===== src/hw/rtl/mxt_pkg.sv =====
// ----------------------------------------------------------------------------
// mxt_pkg
// shared types and codes for the maximum-xor binary trie
// ----------------------------------------------------------------------------
package mxt_pkg;

    localparam int FIELD_W = 32;
    localparam int REQ_W   = 2;
    localparam int STAT_W  = 2;

    typedef enum logic [REQ_W-1:0] {
        REQ_CLEAR  = 2'd0,
        REQ_INSERT = 2'd1,
        REQ_QUERY  = 2'd2
    } t_req;

    typedef enum logic [STAT_W-1:0] {
        ST_OK    = 2'd0,
        ST_FULL  = 2'd1,
        ST_EMPTY = 2'd2
    } t_status;

    typedef enum logic [2:0] {
        S_INIT,
        S_IDLE,
        S_START,
        S_WALK,
        S_PUSH
    } t_state;

    // controller to datapath
    typedef struct packed {
        logic    load;
        logic    clear;
        logic    begin_walk;
        logic    step;
        logic    set_code;
        t_status code;
        logic    push;
    } t_cmd;

    // datapath to controller
    typedef struct packed {
        logic [REQ_W-1:0] req;
        logic             full;
        logic             empty;
        logic             last;
        logic             dead;
        logic             slot_free;
    } t_stat;

endpackage


===== src/hw/rtl/mxt_ctrl.sv =====
// ----------------------------------------------------------------------------
// mxt_ctrl
// sequencer for clear, insert and query walks
// ----------------------------------------------------------------------------
module mxt_ctrl (
    input  logic           i_clk,
    input  logic           i_rst_n,
    input  logic           i_in_valid,
    output logic           o_in_ready,
    input  mxt_pkg::t_stat i_stat,
    output mxt_pkg::t_cmd  o_cmd
);

    mxt_pkg::t_state r_state;
    mxt_pkg::t_state n_state;
    logic            walk_go;

    // decide at start whether the request needs a trie walk
    always_comb begin
        walk_go = 1'b0;
        unique case (mxt_pkg::t_req'(i_stat.req))
            mxt_pkg::REQ_INSERT: walk_go = !i_stat.full;
            mxt_pkg::REQ_QUERY:  walk_go = !i_stat.empty;
            default:             walk_go = 1'b0;
        endcase
    end

    always_ff @(posedge i_clk) begin
        if (!i_rst_n) begin
            r_state <= mxt_pkg::S_INIT;
        end else begin
            r_state <= n_state;
        end
    end

    always_comb begin
        n_state = r_state;
        unique case (r_state)
            mxt_pkg::S_INIT: n_state = mxt_pkg::S_IDLE;
            mxt_pkg::S_IDLE: begin
                if (i_in_valid) n_state = mxt_pkg::S_START;
            end
            mxt_pkg::S_START: n_state = walk_go ? mxt_pkg::S_WALK : mxt_pkg::S_PUSH;
            mxt_pkg::S_WALK: begin
                if (i_stat.last || i_stat.dead) n_state = mxt_pkg::S_PUSH;
            end
            mxt_pkg::S_PUSH: begin
                if (i_stat.slot_free) n_state = mxt_pkg::S_IDLE;
            end
            default: n_state = mxt_pkg::S_INIT;
        endcase
    end

    always_comb begin
        o_cmd      = '0;
        o_cmd.code = mxt_pkg::ST_OK;
        o_in_ready = 1'b0;
        unique case (r_state)
            mxt_pkg::S_INIT: o_cmd.clear = 1'b1;
            mxt_pkg::S_IDLE: begin
                o_in_ready = 1'b1;
                o_cmd.load = i_in_valid;
            end
            mxt_pkg::S_START: begin
                o_cmd.begin_walk = walk_go;
                o_cmd.set_code   = !walk_go;
                unique case (mxt_pkg::t_req'(i_stat.req))
                    mxt_pkg::REQ_CLEAR:  o_cmd.clear = 1'b1;
                    mxt_pkg::REQ_INSERT: o_cmd.code  = mxt_pkg::ST_FULL;
                    mxt_pkg::REQ_QUERY:  o_cmd.code  = mxt_pkg::ST_EMPTY;
                    default:             o_cmd.code  = mxt_pkg::ST_OK;
                endcase
                if (mxt_pkg::t_req'(i_stat.req) == mxt_pkg::REQ_CLEAR) begin
                    o_cmd.code = mxt_pkg::ST_OK;
                end
            end
            mxt_pkg::S_WALK: begin
                o_cmd.step     = 1'b1;
                o_cmd.set_code = i_stat.last || i_stat.dead;
                o_cmd.code     = mxt_pkg::ST_OK;
            end
            mxt_pkg::S_PUSH: o_cmd.push = i_stat.slot_free;
            default: o_cmd = '0;
        endcase
    end

endmodule


===== config.mk =====
export PLATFORM = sky130hd
export DESIGN_NAME = mxt_ctrl
export DESIGN_NICKNAME = d
export VERILOG_FILES = /design/src/hw/rtl/mxt_pkg.sv /design/src/hw/rtl/mxt_ctrl.sv
export SDC_FILE = /design/constraint.sdc
export NUM_CORES = 1
export LEC_CHECK = 0
export ABC_CLOCK_PERIOD_IN_PS = 1620
export BUFFER_PORTS_ARGS = -buffer_cell sky130_fd_sc_hd__buf_4
export CAP_MARGIN = 5
export CORE_AREA = 2 2 39 41
export DETAILED_ROUTE_END_ITERATION = 8
export DIE_AREA = 0 0 41 43
export PLACE_DENSITY_LB_ADDON = 0.3
export SLEW_MARGIN = 5
export SYNTH_ARGS = -nofsm -noshare
export SYNTH_HDL_FRONTEND = slang
export SYNTH_SLANG_ARGS = --single-unit

===== constraint.sdc =====
create_clock -name i_clk -period 1.62 [get_ports i_clk]
set_input_delay 0.324 -clock i_clk [delete_from_list [all_inputs] [get_ports i_clk]]
set_output_delay 0.324 -clock i_clk [all_outputs]
set_load 0.1 [all_outputs]

==> results.yml <==
outcome:
  status: "complete, but fails checks"
  violations: "setup timing"
detailed_routing:
  routed_wl_um: 848
  first_pass_iters: 4
  drcViolationCount: 0
  drt_iter0_markers: 7
  routedWlPerCell_um: 10.5
  antenna_left: 0
  viasPerCell: 4.70
  vias: 381
clock_network:
  cts_tree: "built"
  clk_pin_slew_ns: 0.04
  post_cts_buffers: 0
  cts_buffers: 3
  clockBufferDepth: 2
  clk_latency_ns: 0.24
  cts.sinks: 3
  hold_buffers: 0
  cts_max_level: 1
  cts-root-buf: "clkbuf_4"
power_and_ir_drop:
  leakage_nw: 0.318
  p_per_area_nw_per_um2: 601
  peakVddDrop_v: 0.000297
critical_path:
  reg2regPathDepth: 4
  regToRegSetupSlack_ns: 0.39
  path_max_fanout: 3
  r2r-end: "r_state[1]"
  worstPathRequired_ns: 1.30
  cp-end-kind: "primary output"
  crit_type: "primary input to primary output"
  arrival_ns: 1.31
  crit_start: "i_stat[6]"
  start_kind: "primary input"
  r2r_start: "r_state[1]"
yosys:
  syn_area_um2: 383
  synth.top_cells.by_count: "ha_1, inv_1"
  synth_ff_type: "dfxtp_1"
  async_flop_share: 0
  synth.most_common_cell: "ha_1"
  syn_area_per_cell_um2: 9.34
  synth_edf_count: 0
  syn-instance-count: 41
  synth_top_area_share: 0.163
  yosysWarnings: 0
  ys_types: 24
  synth_area_leaders: "ha_1, dfxtp_1, nand2b_4, a211oi_4, and2_1"
  ys_seq_elements: 3
  synth_top_area_cell: "ha_1"
  synth_nets: 56
  yosysSeqAreaShare: 0.157
hold_path:
  hold_end: "r_state[0]"
  whs_path_depth: 2
  min-delay-start: "i_rst_n"
  hp-class: "primary input to flop"
floorplanning:
  num_rows: 14
  die-height_um: 43
  initial_utilization: 0.277
  core_um2: 1380
  pin_count: 19
  die-area_um2: 1760
  die_w_um: 41
global_routing:
  antenna_found_initial: 0
  grt.busiest_layer: "met2"
  grt_util_met3: 0.0314
  grt_max_degree: 10
  grt_pass1_wl_um: 1440
  overflow: 0
  first_global_vias: 381
  met1_usage: 0.142
  met2_usage: 0.184
  grt_util_all_layers: 0.125
finish:
  reg.largest.list: "r_state (3)"
  largest_reg_flops: 3
  diodes: 0
  regMostFlops: "r_state"
  area_delta_synth_final_pct: 106
  nets: 81
  num-fill-cells: 129
  drive_gt1_frac: 0.754
timing:
  finalMaxSlewViolations: 0
  setup-tns-final_ns: -0.0159
  relSlewSlack: 0.791
  skew_ns: 0.00573
  max_freq_ghz: 0.611
  timing.final.hold_violations: 0
  rsz0062_at_grt: "true"
  setup_viol: 1
  final.min_clock_period_ns: 1.64
  tightest_slew_ns: 0.312
  post-route-period-util: 1.01
  fin_ws_ns: -0.0159
flow_run:
  maxCapViolations: 0
placement:
  pre_cts_ws_ns: -0.142
  gp_congestion: 0.695
  portBuffers: 18
  dp_hpwl_um: 657
[placed cells by master, fill, tap and decap left out, types with 3 or more instances in the layout]
| cell type | instances |
|---|---|
| buf_4 | 13 |
| nand2b_4 | 3 |
| clkbuf_4 | 3 |
| nor2_1 | 3 |
| buf_8 | 3 |
| buf_12 | 4 |
| a211oi_4 | 3 |
| ha_4 | 3 |
[cells by family (layout without fill, tap and decap cells)]
kind of cell | count (synthesis) | count (layout) | synth area share
compound gates | 9 | 9 | 0.222
fa+ha+maj | 5 | 5 | 0.163
flops | 3 | 3 | 0.157
mux | 1 | 1 | 0.0294
buf+inv | 7 | 31 | 0.0882
simple gates | 16 | 16 | 0.340
[metal layers]
| layer | part of all wire | vias up |
|---|---|---|
| li1 | - | 186 |
| met2 | 0.49 | 21 |
| met4 | 0.019 | 0 |
| met1 | 0.42 | 172 |
| met5 | 0 | - |
| met3 | 0.068 | 2 |
[worst max path at each step]
stage	to	slack (ns)	cells after the start
CTS	o_cmd[5]	-0.02	6
finish	o_cmd[5]	-0.02	6
global route	o_cmd[5]	-0.05	6
global placement	o_cmd[5]	-0.13	6
floorplan	o_cmd[7]	-0.50	4
detailed placement	o_cmd[5]	-0.14	6
[worst max-delay path, cell delays in order]
cell       delay, ns
buf_12          0.12
inv_16          0.05
ha_4            0.12
nand2b_4        0.07
a2111oi_4       0.35
buf_6           0.27
[power breakdown]
part / total (mW) / internal [mW] / leakage, nW / switching (mW)
Clock: 0.133 / 0.0924 / 0.0150 / 0.0403
Combinational: 0.245 / 0.0977 / 0.278 / 0.148
Sequential: 0.0947 / 0.0796 / 0.0252 / 0.0151
Total: 0.473 / 0.270 / 0.318 / 0.203
[through the flow]
stage                     utilization  hold slack, ns  cell area [µm²]  power, mW  cells
after floorplan                     -           0.441              515      0.273     41
after global placement          0.490           0.545              678      0.320     77
after detailed placement        0.490           0.551              678      0.320     77
after CTS                       0.542           0.302              751      0.470     81
after global routing            0.569           0.314              787      0.498     81
final                           0.569           0.308              787      0.473     81
[layout make-up]
class,count,area (µm²),share of cell area
clock buffers,4,26.3,0.0334
well taps,16,20.0,0.0254
repair buffers,22,245,0.312
multi-input cells,31,382,0.485
inverters,5,50.0,0.0636
flip-flops and latches,3,63.8,0.0811
[timing repair]
action	in CTS	in global routing
setup endpoints to repair	7	8
resized for setup	12	9
pin swaps	2	2
gates cloned	0	0
No activity file was read; power rests on OpenSTA's default activity.
